`src/hdl/sacl_pkg.sv`:
```
// sacl_pkg: shared types and constants for the set-associative tag store
// no dependencies

package sacl_pkg;

  localparam int unsigned OutSetBits = 2;

  typedef struct packed {
    logic                  hit;
    logic [OutSetBits-1:0] set_index;
    logic                  way_used;
    logic                  filled_empty;
  } result_t;

endpackage

```
`src/hdl/set_assoc_cache_lru_tags.sv`:
```
// set_assoc_cache_lru_tags: tag store with per-set lru replacement by timestamp
// depends on sacl_pkg (result_t)
//
// usage:
//   input channel: in_valid_i / in_ready_o carry one access beat, address_i.
//   output channel: out_valid_o / out_ready_i carry one result beat per access:
//   hit_o, set_index_o, way_used_o, filled_empty_o.
//   an accepted beat sits in the input register while the set is looked up;
//   the ways of the set are compared in parallel and the tag, valid and stamp
//   arrays are updated at the same edge that loads the result register.
//   throughput: one access per cycle while the receiver does not stall,
//   bounded by the single lookup stage.
//   the next access reads the state that the previous one left behind.
//   when the receiver stalls, the result register holds its beat, the input
//   register holds one more access, and in_ready_o drops.
//   reset clears all valid bits, the access clock and both channel valid flags;
//   tags and stamps are only read after a fill has written them.

module set_assoc_cache_lru_tags #(
  parameter int unsigned OFFSET_BITS  = 5,
  parameter int unsigned SET_BITS     = 2,
  parameter int unsigned WAYS         = 2,
  parameter int unsigned ADDRESS_BITS = 32,
  parameter int unsigned STAMP_BITS   = 32
) (
  input  logic                              clk_i,
  input  logic                              rst_ni,
  input  logic                              in_valid_i,
  output logic                              in_ready_o,
  input  logic [ADDRESS_BITS-1:0]           address_i,
  output logic                              out_valid_o,
  input  logic                              out_ready_i,
  output logic                              hit_o,
  output logic [sacl_pkg::OutSetBits-1:0]   set_index_o,
  output logic                              way_used_o,
  output logic                              filled_empty_o
);

  localparam int unsigned Sets    = 1 << SET_BITS;
  localparam int unsigned SetW    = (SET_BITS > 0) ? SET_BITS : 1;
  localparam int unsigned TagRaw  = ADDRESS_BITS - OFFSET_BITS - SET_BITS;
  localparam int unsigned TagW    = (ADDRESS_BITS > OFFSET_BITS + SET_BITS) ? TagRaw : 1;
  localparam int unsigned WayW    = (WAYS > 1) ? $clog2(WAYS) : 1;

  logic                    in_valid_q;
  logic [ADDRESS_BITS-1:0] addr_q;
  logic                    out_valid_q;
  sacl_pkg::result_t       res_q, res_d;

  logic [WAYS-1:0]         valid_q [Sets];
  logic [TagW-1:0]         tag_q   [Sets][WAYS];
  logic [STAMP_BITS-1:0]   stamp_q [Sets][WAYS];
  logic [STAMP_BITS-1:0]   clock_q;

  logic                    advance;
  logic [ADDRESS_BITS-1:0] set_full, tag_full;
  logic [SetW-1:0]         set;
  logic [TagW-1:0]         tag;
  logic                    hit, found_empty;
  logic [WayW-1:0]         way, hit_way, empty_way, lru_way;

  assign advance    = in_valid_q && (!out_valid_q || out_ready_i);
  assign in_ready_o = !in_valid_q || advance;

  assign set_full = addr_q >> OFFSET_BITS;
  assign tag_full = addr_q >> (OFFSET_BITS + SET_BITS);
  assign set      = (SET_BITS > 0) ? set_full[SetW-1:0] : '0;
  assign tag      = (ADDRESS_BITS > OFFSET_BITS + SET_BITS) ? tag_full[TagW-1:0] : '0;

  // way selection: lowest matching way, else lowest invalid way, else oldest stamp
  always_comb begin
    hit         = 1'b0;
    hit_way     = '0;
    found_empty = 1'b0;
    empty_way   = '0;
    lru_way     = '0;
    for (int unsigned w = 0; w < WAYS; w++) begin
      if (!hit && valid_q[set][WayW'(w)] && tag_q[set][WayW'(w)] == tag) begin
        hit     = 1'b1;
        hit_way = WayW'(w);
      end
      if (!found_empty && !valid_q[set][WayW'(w)]) begin
        found_empty = 1'b1;
        empty_way   = WayW'(w);
      end
      if (stamp_q[set][WayW'(w)] < stamp_q[set][lru_way]) begin
        lru_way = WayW'(w);
      end
    end
    priority if (hit) begin
      way = hit_way;
    end else if (found_empty) begin
      way = empty_way;
    end else begin
      way = lru_way;
    end
    res_d.hit          = hit;
    res_d.set_index    = sacl_pkg::OutSetBits'(set);
    res_d.way_used     = 1'(way);
    res_d.filled_empty = !hit && found_empty;
  end

  always_ff @(posedge clk_i or negedge rst_ni) begin
    if (!rst_ni) begin
      in_valid_q  <= 1'b0;
      out_valid_q <= 1'b0;
      clock_q     <= '0;
      valid_q     <= '{default: '0};
    end else begin
      if (in_ready_o) begin
        in_valid_q <= in_valid_i;
      end
      if (advance) begin
        out_valid_q <= 1'b1;
        clock_q     <= clock_q + STAMP_BITS'(1);
        if (!hit) begin
          valid_q[set][way] <= 1'b1;
        end
      end else if (out_ready_i) begin
        out_valid_q <= 1'b0;
      end
    end
  end

  always_ff @(posedge clk_i) begin
    if (in_ready_o && in_valid_i) begin
      addr_q <= address_i;
    end
    if (advance) begin
      res_q               <= res_d;
      stamp_q[set][way]   <= clock_q;
      if (!hit) begin
        tag_q[set][way] <= tag;
      end
    end
  end

  assign out_valid_o    = out_valid_q;
  assign hit_o          = res_q.hit;
  assign set_index_o    = res_q.set_index;
  assign way_used_o     = res_q.way_used;
  assign filled_empty_o = res_q.filled_empty;

endmodule

```
`config.mk`:
```
export PLATFORM = sky130hd
export DESIGN_NAME = set_assoc_cache_lru_tags
export DESIGN_NICKNAME = d
export VERILOG_FILES = /design/src/hdl/sacl_pkg.sv /design/src/hdl/set_assoc_cache_lru_tags.sv
export SDC_FILE = /design/constraint.sdc
export NUM_CORES = 1
export LEC_CHECK = 0
export ABC_AREA = 1
export BUFFER_PORTS_ARGS = -buffer_cell sky130_fd_sc_hd__buf_2
export CORE_MARGIN = 3
export CORE_UTILIZATION = 48
export CTS_CLUSTER_DIAMETER = 40
export DETAILED_ROUTE_END_ITERATION = 12
export RECOVER_POWER = 25
export SETUP_SLACK_MARGIN = 0.05
export SYNTH_ARGS = -nofsm -noshare
export SYNTH_HDL_FRONTEND = slang
export SYNTH_SLANG_ARGS = --single-unit
```
`constraint.sdc`:
```
create_clock -name clk_i -period 5.41 [get_ports clk_i]
set_clock_uncertainty 0.05 [all_clocks]
set_input_delay 0.2705 -clock clk_i [delete_from_list [all_inputs] [get_ports clk_i]]
set_output_delay 0.2705 -clock clk_i [all_outputs]
set_load 0.005 [all_outputs]
```
==> summary.md, run 1 <==
| Metric | Value |
|---|---|
| Overflow after GRT | 0 |
| Fraction of registers with async set/reset | 0.0789 |
| Synth top area share | 0.682 |
| Post-synth EDFFs | between 400 and 500 |
| Num CTS Buffers | 74 |
| HP Class | in -> reg |
| Slew @ Worst Pin | about 1100 ps |
| Nets | roughly 1800 |
| RSZ-0062 raised after global routing | no |
| Flop pwr share | 0.468 |
| Main flop type after synthesis | edfxtp_1 |
| Worst-skew pair later-pin latency | around 590 ps |
| Final min period | ~4300 ps |
| Worst-path fanout max | ~70 |
| ANT cells | 0 |
| Max-cap violations | 0 |
| Share of layout cells above drive strength 1 | 0.115 |
| Req. time, crit path | approximately 5600 ps |
| Leading area contributor after synthesis | edfxtp_1 |
| Static leakage | 0.00934 uW |
| Peak Freq | 231 MHz |
| Outcome | complete, no violations |
| Die Y | between 200 and 250 microns |
| Critical Path Max Stage Delay | between 500 and 600 ps |
| DR iter-0 viols | ~800 |
| Die Wd | 218 microns |
| Area grow syn2layout | 17.2% |
| Max-slew violations | 0 |
| Critical-path top delay cell | inv_4 |
| # fillers | ~3500 |
| Sequential cell area fraction in the yosys report | 0.733 |
| Global-route wire length before repair | slightly above 70000 microns |
| Post-Route WL | 46200 microns |
| Clock Sink Count | approximately 530 |
| Worst setup EP type | flip-flop |
| Placement Setup Slack | 1080 ps |
| DR WL/cell | around 19 microns |
| PortBufs | 37 |
| Top post-synthesis cells by area | edfxtp_1 68%, nand2_1 7.8%, dfrtp_1 4.9% |
| Initial Util | 0.492 |
| Switching part of the total power | 0.250 |
| Mapped cell area | 21500 sq um |
| First-pass DRT Iterations | 5 |
| CTS tree | yes |
| Pint | between 7000 and 8000 uW |
| Combinational power share | 0.105 |
| CTS H-Tree Depth | 3 |
| Worst vdd ir | 0.301 mV |
| NetSw | 2620 uW |
| PwrDens | approximately 420 nW/um^2 |
| Post_cts resized | 0 |
| Clock power frac | 0.427 |
| Initial antenna violation count | 0 |
| Worst EP arrival | approximately 4500 ps |
| Vias after detailed routing | 12900 |
| Detail Placement HPWL | between 20000 and 25000 microns |
| Die area | between 40000 and 50000 sq um |
| Largest net degree at the start of global routing | 111 |
| IO Pins | 43 |
| Clk buf depth | 3 |
| Worst-path clk slew | around 60 ps |
| Core area | 43600 sq um |
| Register bit count reported by yosys | ~530 |
| Critical setup path kind | reg -> reg |
| Yosys warnings | 0 |
| Count of different cell masters after synthesis | 40 |
| Post-Syn Nets | 1749 |
| GRT Total Usage | 0.199 |
| Crit start category | flip-flop |
| Post-DRT Antenna Nets | 0 |
| Total Neg Setup Slack | 0 ps |
| Final Hold Viols | 0 |
| Routability cong. | 0.791 |
| Clk Tree Root Cell | clkbuf_16 |
| Vias per cell | ~5.3 |
| Num rows | 76 |
| Period utilisation layout | 0.801 |
| Residual DRC count | 0 |
| Cell Chain, Critical Path | inv_4, buf_4, a21oi_1, a32o_1, ha_1, nand4_1, a31oi_1, nor2_1, nand2_1, nand2_1, nand2_1, nand2_1, nand2_1, nand3_1, nor2_4, buf_12 |
| Slew HR | 0.277 |
| Vias in the first global route | between 10000 and 15000 |
| # setup viols final | 0 |
| Crit-path most repeated cell | nand2_1 |
| Min setup slack post-route | around 1100 ps |
| Synth Instances | 1681 |
| Mapped Avg Cell Area | 12.8 sq um |
-- flip-flops by register name, summed over array words and instances, names as in the netlist, named ones only --
| name | flops |
|---|---|
| addr_q | 27 |
| clock_q | 32 |
| filled_empty_o | 1 |
| hit_o | 1 |
| in_valid_q | 1 |
| out_valid_o | 1 |
| set_index_o | 2 |
| stamp_q | 256 |
| tag_q | 200 |
| valid_q | 8 |
| way_used_o | 1 |
-- repair_timing --
item                                   4_1_cts  5_1_grt
endpoints found under the hold margin       73        0
setup buffers                                0        0
hold buffers                                30        0
-- cells in the mapped netlist, types with 13 or more instances --
cell / instances
nand4_1: 22
xnor2_1: 13
buf_2: 21
clkbuf_1: 34
dfrtp_1: 42
inv_1: 49
a32o_1: 31
a21oi_1: 49
nand3_1: 128
nand2_1: 449
o21ai_0: 73
edfxtp_1: 488
ha_1: 32
o22ai_1: 34
nor2_1: 105
xor2_1: 38
-- per-stage QoR --
stage / hold WS [ps] / total power (uW) / util / cell area, sq um / std cells
after floorplan: -75.1 / 5660 / - / 21500 / 1681
after global placement: 398 / 6060 / 0.517 / 22600 / 2260
after detailed placement: 399 / 6080 / 0.517 / 22600 / 2260
after CTS: 321 / 10600 / 0.577 / 25200 / 2423
after global routing: 335 / 10900 / 0.577 / 25200 / 2423
final: 353 / 10500 / 0.577 / 25200 / 2423
-- placed cells by master (no fill, tap or decap), types with 3 or more instances in the layout --
master and instances:
edfxtp_1 488, nand2_1 450, nand3_1 128, nor2_1 97, clkbuf_16 75, o21ai_0 73
a21oi_1 49, inv_1 49, dfrtp_1 42, xor2_1 38, o22ai_1 34, ha_1 32
buf_2 32, a32o_1 31, dlygate4sd3_1 30, nand4_1 22, clkbuf_1 18, buf_12 18
xnor2_1 13, buf_4 12, inv_6 10, clkinvlp_4 10, nor2_4 9, clkinv_2 9
nor3_1 8, or2_2 6, nand2_2 5, clkinv_1 5, clkinv_4 5, clkbuf_8 5
a22oi_1 4, nor2_2 4, a31oi_1 3, or2_0 3, nor3_2 3
-- power groups by stage --
stage | Sequential, uW | Combinational, uW | Clock, uW
floorplan | 4930 | 730 | 0
global placement | 4980 | 1080 | 0
detailed placement | 4980 | 1100 | 0
CTS | 4900 | 1120 | 4570
global route | 4930 | 1240 | 4750
finish | 4900 | 1100 | 4470
-- path summary, 6_finish.rpt --
check / from / endpoint / slack (ps) / cells after the start
max: flip-flop / stamp_q[1][42] / 1080 / 16
min: address_i[17] / addr_q[17] / 350 / 2
max reg2reg: flip-flop / stamp_q[1][42] / 1080 / 16
min reg2reg: valid_q[3] / valid_q[3] / 410 / 2
max in group asynchronous: rst_ni / valid_q[1] / 4250 / 2
min in group asynchronous: rst_ni / clock_q[18] / 390 / 2
-- layer usage --
metal  vias to the layer above  track usage  part of all wire
met1                      6287        0.267              0.44
li1                       6241            -                 -
met5                         -            0                 0
met2                       278        0.331              0.48
met4                         0       0.0720             0.029
met3                       111       0.0329             0.046
-- logic make-up after synthesis --
logic type               share of synthesized area
adder cells (fa/ha/maj)                     0.0186
buffers and inverters                       0.0250
XOR/XNOR                                    0.0208
flip-flops                                   0.733
AND/OR/NAND/NOR                              0.146
AO/OA/AOI/OAI                               0.0565
-- area by class of cell --
| cell class | count | area (sq um) | share of cell area |
|---|---|---|---|
| clock buffers | 93 | 1990 | 0.0792 |
| clock inverters | 40 | 322 | 0.0128 |
| inverters | 52 | 203 | 0.00805 |
| multi-input cells | 1024 | 5250 | 0.209 |
| flip-flops and latches | 532 | 15800 | 0.625 |
| well taps | 585 | 732 | 0.0291 |
| repair buffers | 97 | 930 | 0.0369 |
-- worst max-delay path, delay by kind of cell, from the launching register on --
family | cells | cell delay (ps)
and+or+nand+nor | 9 | 1440
DFF | 1 | 350
adders and majority gates | 1 | 310
buffers and inverters | 3 | 1220
AOI/OAI and AO/OA | 3 | 540
Note: power is estimated with default switching activity, not from simulation.
==> run 2: changes to the inputs <==
==> constraint.sdc (replaced) <==
create_clock -name clk_i -period 4 [get_ports clk_i]
set_clock_uncertainty 0.05 [all_clocks]
set_input_delay 0.2 -clock clk_i [delete_from_list [all_inputs] [get_ports clk_i]]
set_output_delay 0.2 -clock clk_i [all_outputs]
set_load 0.005 [all_outputs]
==> run 2 against run 1 <==
Against the previous run:
- total power rose by 36%
- non-clock buffer count increased by 20
- die area stayed put
- clock power rose by 37%
- via count shrank 0.32%
- setup slack got worse by 780 ps
- cell count up 0.25%
- routed wire length down 0.42%
- register-to-register slack worse by 780 ps
- final area rose by 1.1%
- fmax grew 17%
- critical path depth increased by 2
- critical path type unchanged
- highest routed layer unchanged
==> summary.md, run 2 (synthesis results as in run 1) <==
| Metric | Value |
|---|---|
| Static leakage | between 0.009 and 0.01 uW |
| Worst setup EP type | flip-flop |
| CTS tree | yes |
| Nets | 1861 |
| Crit path max-delay family | simple AND/OR/NAND/NOR gates |
| Most frequent cells in the layout | 488 x edfxtp_1, 450 x nand2_1, 127 x nand3_1, 97 x nor2_1, 73 x o21ai_0 |
| Req. time, crit path | 4200 ps |
| Cells on worst reg2reg path | 18 |
| Period utilisation layout | 0.925 |
| Die area | about 47000 sq um |
| Hold path cells | 2 |
| Hold wc startpoint | address_i[12] |
| Area grow syn2layout | 18.6% |
| CTS H-Tree Depth | 3 |
| Most common cell after layout, fill and taps aside | edfxtp_1 |
| Slew HR | 0.254 |
| Worst vdd ir | 0.415 mV |
| Detail Placement HPWL | 25500 microns |
| Largest net degree at the start of global routing | 85 |
| Most flops, register | stamp_q |
| Worst EP arrival | 3900 ps |
| Overflow after GRT | 0 |
| DR WL/cell | 18.9 microns |
| Worst-path clk slew | around 60 ps |
| HP Class | in -> reg |
| Post-Route WL | roughly 46000 microns |
| Num CTS Buffers | 66 |
| Vias after detailed routing | ~13000 |
| Post-CTS setup buffers | 0 |
| Final min period | 3700 ps |
| ANT cells | 0 |
| Endpoint with the worst hold slack | addr_q[12] |
| # setup viols final | 0 |
| Crit-path most repeated cell | nand2_1 |
| Max reg flops | between 200 and 300 |
| Residual DRC count | 0 |
| Slew @ Worst Pin | ~1100 ps |
| Largest regs | stamp_q: 256 flops, tag_q: 200 flops, clock_q: 32 flops |
| Worst-skew pair later-pin latency | 580 ps |
| RSZ-0062 raised after global routing | no |
| Vias in the first global route | about 13000 |
| Num rows | 76 |
| First-pass DRT Iterations | 4 |
| Routability cong. | between 0.7 and 0.8 |
| Post-DRT Antenna Nets | 0 |
| Max-slew violations | 0 |
| Global-route wire length before repair | 72600 microns |
| Critical setup path kind | reg -> reg |
| Total Neg Setup Slack | 0 ps |
| Die Wd | about 220 microns |
| Initial antenna violation count | 0 |
| IO Pins | 43 |
| R2r setup slk | ~300 ps |
| Crit start category | flip-flop |
| Clk Tree Root Cell | clkbuf_16 |
| GRT Total Usage | 0.199 |
| PwrDens | between 500 and 600 nW/um^2 |
| Cell area after placement | between 20000 and 25000 sq um |
| Cell Chain, Critical Path | buf_12, buf_16, buf_4, nand2_1, a32o_1, ha_1, a21oi_1, o21ai_0, nor2_1, nand2_1, nand2_1, nand2_1, nand2_1, nand2_1, nand2_2, nand2_2, nor2_4, buf_12 |
| Final instance area | 25500 sq um |
| Share of layout cells above drive strength 1 | 0.122 |
| Vias per cell | 5.30 |
| Final Hold Viols | 0 |
| WP buf/inv | 4 |
| Critical Path Max Stage Delay | between 300 and 400 ps |
| Outcome | complete, no violations |
| Core area | 43600 sq um |
| PortBufs | 37 |
| Initial Util | 0.492 |
| Clock Sink Count | roughly 530 |
| Max-cap violations | 0 |
| R2R Path End | stamp_q[3][25] |
| Die Y | around 220 microns |
| Clk buf depth | 3 |
| DR iter-0 viols | around 850 |
| Critical-path top delay cell | dfxtp_4 |
| Worst-path fanout max | 61 |
| Peak Freq | 270 MHz |
==> run 2: changes by cell type in the layout (fill, tap and decap cells not counted), moves of 3 or more <==
cell	delta
buf_4	+7
buf_12	+6
bufinv_16	+7
inv_6	-4
buf_2	+3
clkbuf_1	-6
clkinvlp_4	-6
clkbuf_16	-5
==> run 2: area by class of cell <==
| cell class | count | area (sq um) |
|---|---|---|
| clock buffers | 86 | 1860 |
| clock inverters | 33 | 437 |
| fillers | 3448 | 18200 |
| inverters | 52 | 203 |
| multi-input cells | 1024 | 5260 |
| flip-flops and latches | 532 | 15800 |
| well taps | 585 | 732 |
| repair buffers | 117 | 1230 |
==> run 2: stage by stage <==
step            util  hold slack, ps  setup WS [ps]  instances  power, uW
2_1_floorplan      -            -146           -196       1681       7670
3_3_place_gp   0.523             328            273       2277       8230
3_5_place_dp   0.523             328            251       2277       8260
4_1_cts        0.583             255            184       2428      14400
5_1_grt        0.584             265           49.4       2429      14900
6_report       0.584             282            299       2429      14300
==> run 2: what timing repair did <==
action | in CTS | in global routing
setup endpoints to repair | 0 | 352
resized for setup | 0 | 4
endpoints found under the hold margin | 73 | 0
hold buffers | 32 | 0
==> run 2: how the worst max path moves through the flow <==
stage | to | depth (start not counted) | startpoint
2_1_floorplan | stamp_q[0][0] | 21 | flip-flop
3_3_place_gp | stamp_q[0][63] | 19 | flip-flop
3_5_place_dp | stamp_q[0][56] | 19 | flip-flop
4_1_cts | stamp_q[0][43] | 19 | flip-flop
5_1_grt | stamp_q[3][11] | 14 | flip-flop
6_report | stamp_q[3][25] | 18 | flip-flop
==> run 2: routing by layer <==
metal | vias up | wire length, microns | global-route usage
li1 | 6251 | - | -
met1 | 6294 | 19500 | 0.254
met2 | 245 | 23100 | 0.345
met3 | 86 | 1690 | 0.0302
met4 | 0 | 1670 | 0.0798
met5 | - | 0 | 0
==> run 2: power breakdown <==
group          total (uW)  internal [uW]  leakage (uW)  switching [uW]
Clock                6120           3880       0.00112            2230
Combinational        1540            553       0.00343             991
Sequential           6620           6430       0.00495             195
Total               14300          10900       0.00949            3420
==> run 3: changes to the inputs <==
--- a/config.mk
+++ b/config.mk
@@ -9,8 +9,10 @@
 export BUFFER_PORTS_ARGS = -buffer_cell sky130_fd_sc_hd__buf_2
 export CORE_MARGIN = 3
 export CORE_UTILIZATION = 48
+export CTS_BUF_LIST = sky130_fd_sc_hd__clkbuf_8
 export CTS_CLUSTER_DIAMETER = 40
 export DETAILED_ROUTE_END_ITERATION = 12
+export HOLD_SLACK_MARGIN = 0.03
 export RECOVER_POWER = 25
 export SETUP_SLACK_MARGIN = 0.05
 export SYNTH_ARGS = -nofsm -noshare
==> constraint.sdc (replaced) <==
create_clock -name clk_i -period 4 [get_ports clk_i]
set_clock_uncertainty 0.05 [all_clocks]
set_input_delay 0.2 -clock clk_i [delete_from_list [all_inputs] [get_ports clk_i]]
set_output_delay 0.2 -clock clk_i [all_outputs]
set_load 0.02 [all_outputs]
==> run 3 against run 2 <==
Against the previous run:
- sequential share of layout area is 1.4 points higher
- setup slack worse by 15 ps
- routed wire length decreased by 0.47%
- utilization fell by 1.3 points
- clock power fell by 25%
- critical path depth did not move
- total power down 11%
- cell count grew 1.8%
- combinational power is essentially flat
- critical endpoint is now stamp_q[3][20]
- largest cell class unchanged
- largest power group unchanged
- highest routed layer unchanged
==> summary.md, run 3 (synthesis results as in run 1) <==
| Metric | Value |
|---|---|
| Period utilisation layout | 0.929 |
| NetSw | ~3300 uW |
| Static leakage | slightly above 0.009 uW |
| CTS tree | yes |
| Die area | 47300 sq um |
| Core Util, Final | 0.570 |
| Overflow after GRT | 0 |
| Peak Freq | roughly 270 MHz |
| Combinational power share | 0.121 |
| Post-CTS setup buffers | 0 |
| Global-route wire length before repair | just over 70000 microns |
| CTS H-Tree Depth | 3 |
| Area grow syn2layout | 15.9% |
| Final Hold Viols | 0 |
| ANT cells | 0 |
| Initial antenna violation count | 0 |
| Worst EP arrival | slightly below 4000 ps |
| Slew @ Worst Pin | approximately 1100 ps |
| Initial Util | 0.492 |
| Critical setup path kind | reg -> reg |
| RSZ-0062 raised after global routing | no |
| Clock power frac | 0.360 |
| Most flops, register | stamp_q |
| Max reg flops | between 200 and 300 |
| Final std cells w/o fill | 2473 |
| Worst setup EP type | flip-flop |
| Cell area after placement | about 23000 sq um |
| DR iter-0 viols | about 690 |
| Flop pwr share | 0.519 |
| GRT Total Usage | 0.199 |
| PwrDens | 513 nW/um^2 |
| Slew HR | 0.254 |
| Vias per cell | 5.22 |
| # setup viols final | 0 |
| Worst-skew pair later-pin latency | between 600 and 700 ps |
| Num CTS Buffers | 90 |
| Max-slew violations | 0 |
| Nets | approximately 1900 |
| Most frequent cells in the layout | 488 x edfxtp_1, 450 x nand2_1, 127 x nand3_1, 100 x clkbuf_8, 97 x nor2_1 |
| Vias in the first global route | ~13000 |
| Detail Placement HPWL | roughly 25000 microns |
| Min setup slack post-route | around 280 ps |
| HP Class | in -> reg |
| Switching part of the total power | 0.258 |
| Placement Setup Slack | 251 ps |
| Clk Tree Root Cell | clkbuf_8 |
| First-pass DRT Iterations | 4 |
| Most common cell after layout, fill and taps aside | edfxtp_1 |
| Post-DRT Antenna Nets | 0 |
| Clk buf depth | 3 |
| Req. time, crit path | about 4300 ps |
| Largest regs | stamp_q: 256 flops, tag_q: 200 flops, clock_q: 32 flops |
| Core area | ~44000 sq um |
| Placed cells | roughly 2300 |
| Num rows | 76 |
| Clock Sink Count | about 530 |
| Residual DRC count | 0 |
| Vias after detailed routing | ~13000 |
| Worst vdd ir | roughly 0.36 mV |
| Crit start category | flip-flop |
| Die Wd | roughly 220 microns |
| Share of layout cells above drive strength 1 | 0.127 |
| Worst-path fanout max | 61 |
| Die Y | 218 microns |
| Routability cong. | 0.781 |
| Pint | about 9500 uW |
| Final min period | about 3700 ps |
| Outcome | complete, no violations |
| Post-Route WL | about 46000 microns |
| Largest net degree at the start of global routing | 85 |
| Final instance area | roughly 25000 sq um |
| Max-cap violations | 0 |
| PortBufs | 37 |
| IO Pins | 43 |
| Worst-path clk slew | 60 ps |
| DR WL/cell | 18.5 microns |
[run 3: worst paths after layout]
path / startpoint / to / slack, ps / cells after the start
worst min-delay path: address_i[26] / addr_q[26] / 220 / 2
worst max-delay path: flip-flop / stamp_q[3][20] / 280 / 18
min in group asynchronous: rst_ni / out_valid_o / 250 / 2
worst min register to register: valid_q[5] / valid_q[5] / 420 / 2
max in group asynchronous: rst_ni / clock_q[19] / 2930 / 2
worst max register to register: flip-flop / stamp_q[3][20] / 280 / 18
[run 3: area by class of cell]
cell class              count  area (sq um)
fillers                  3574         18800
flip-flops and latches    532         15800
multi-input cells        1024          5260
clock buffers             100          1380
repair buffers            116          1210
well taps                 585           732
clock inverters            64           357
inverters                  52           203
[run 3: critical path: stages (launching register included)]
cell and delay, ps:
dfxtp_4 380, buf_12 200, buf_12 290, buf_4 200
nand2_1 50, a32o_1 260, ha_1 320, a21oi_1 190
o21ai_0 140, nor2_1 160, nand2_1 70, nand2_1 60
nand2_1 110, nand2_1 100, nand2_1 110, nand2_2 110
nand2_2 140, nor2_4 140, buf_12 260
[run 3: per-layer routing]
layer | routed length [microns] | share of wire | track usage
met1 | 19500 | 0.43 | 0.252
met2 | 22800 | 0.50 | 0.337
met3 | 1790 | 0.039 | 0.0390
met4 | 1690 | 0.037 | 0.0824
met5 | 0 | 0 | 0
[run 3: timing repair]
item                       CTS  global route
gates resized for setup      0             4
setup endpoints to repair    0           275
hold endpoints to repair    75             0
hold buffers                31             0
[run 3: power by group through the flow]
stage	Sequential, uW	Clock, uW	Combinational (uW)
floorplan	6680	0	1000
global placement	6730	0	1510
detailed placement	6740	0	1530
finish	6620	4590	1550
CTS	6630	4720	1560
global route	6660	4990	1740
[run 3: metrics by stage]
step / TNS, ps / hold slack [ps] / power, uW
2_1_floorplan: -25140 / -146 / 7680
3_3_place_gp: 0 / 328 / 8240
3_5_place_dp: 0 / 328 / 8270
4_1_cts: 0 / 157 / 12900
5_1_grt: 0 / 183 / 13400
6_report: 0 / 222 / 12800
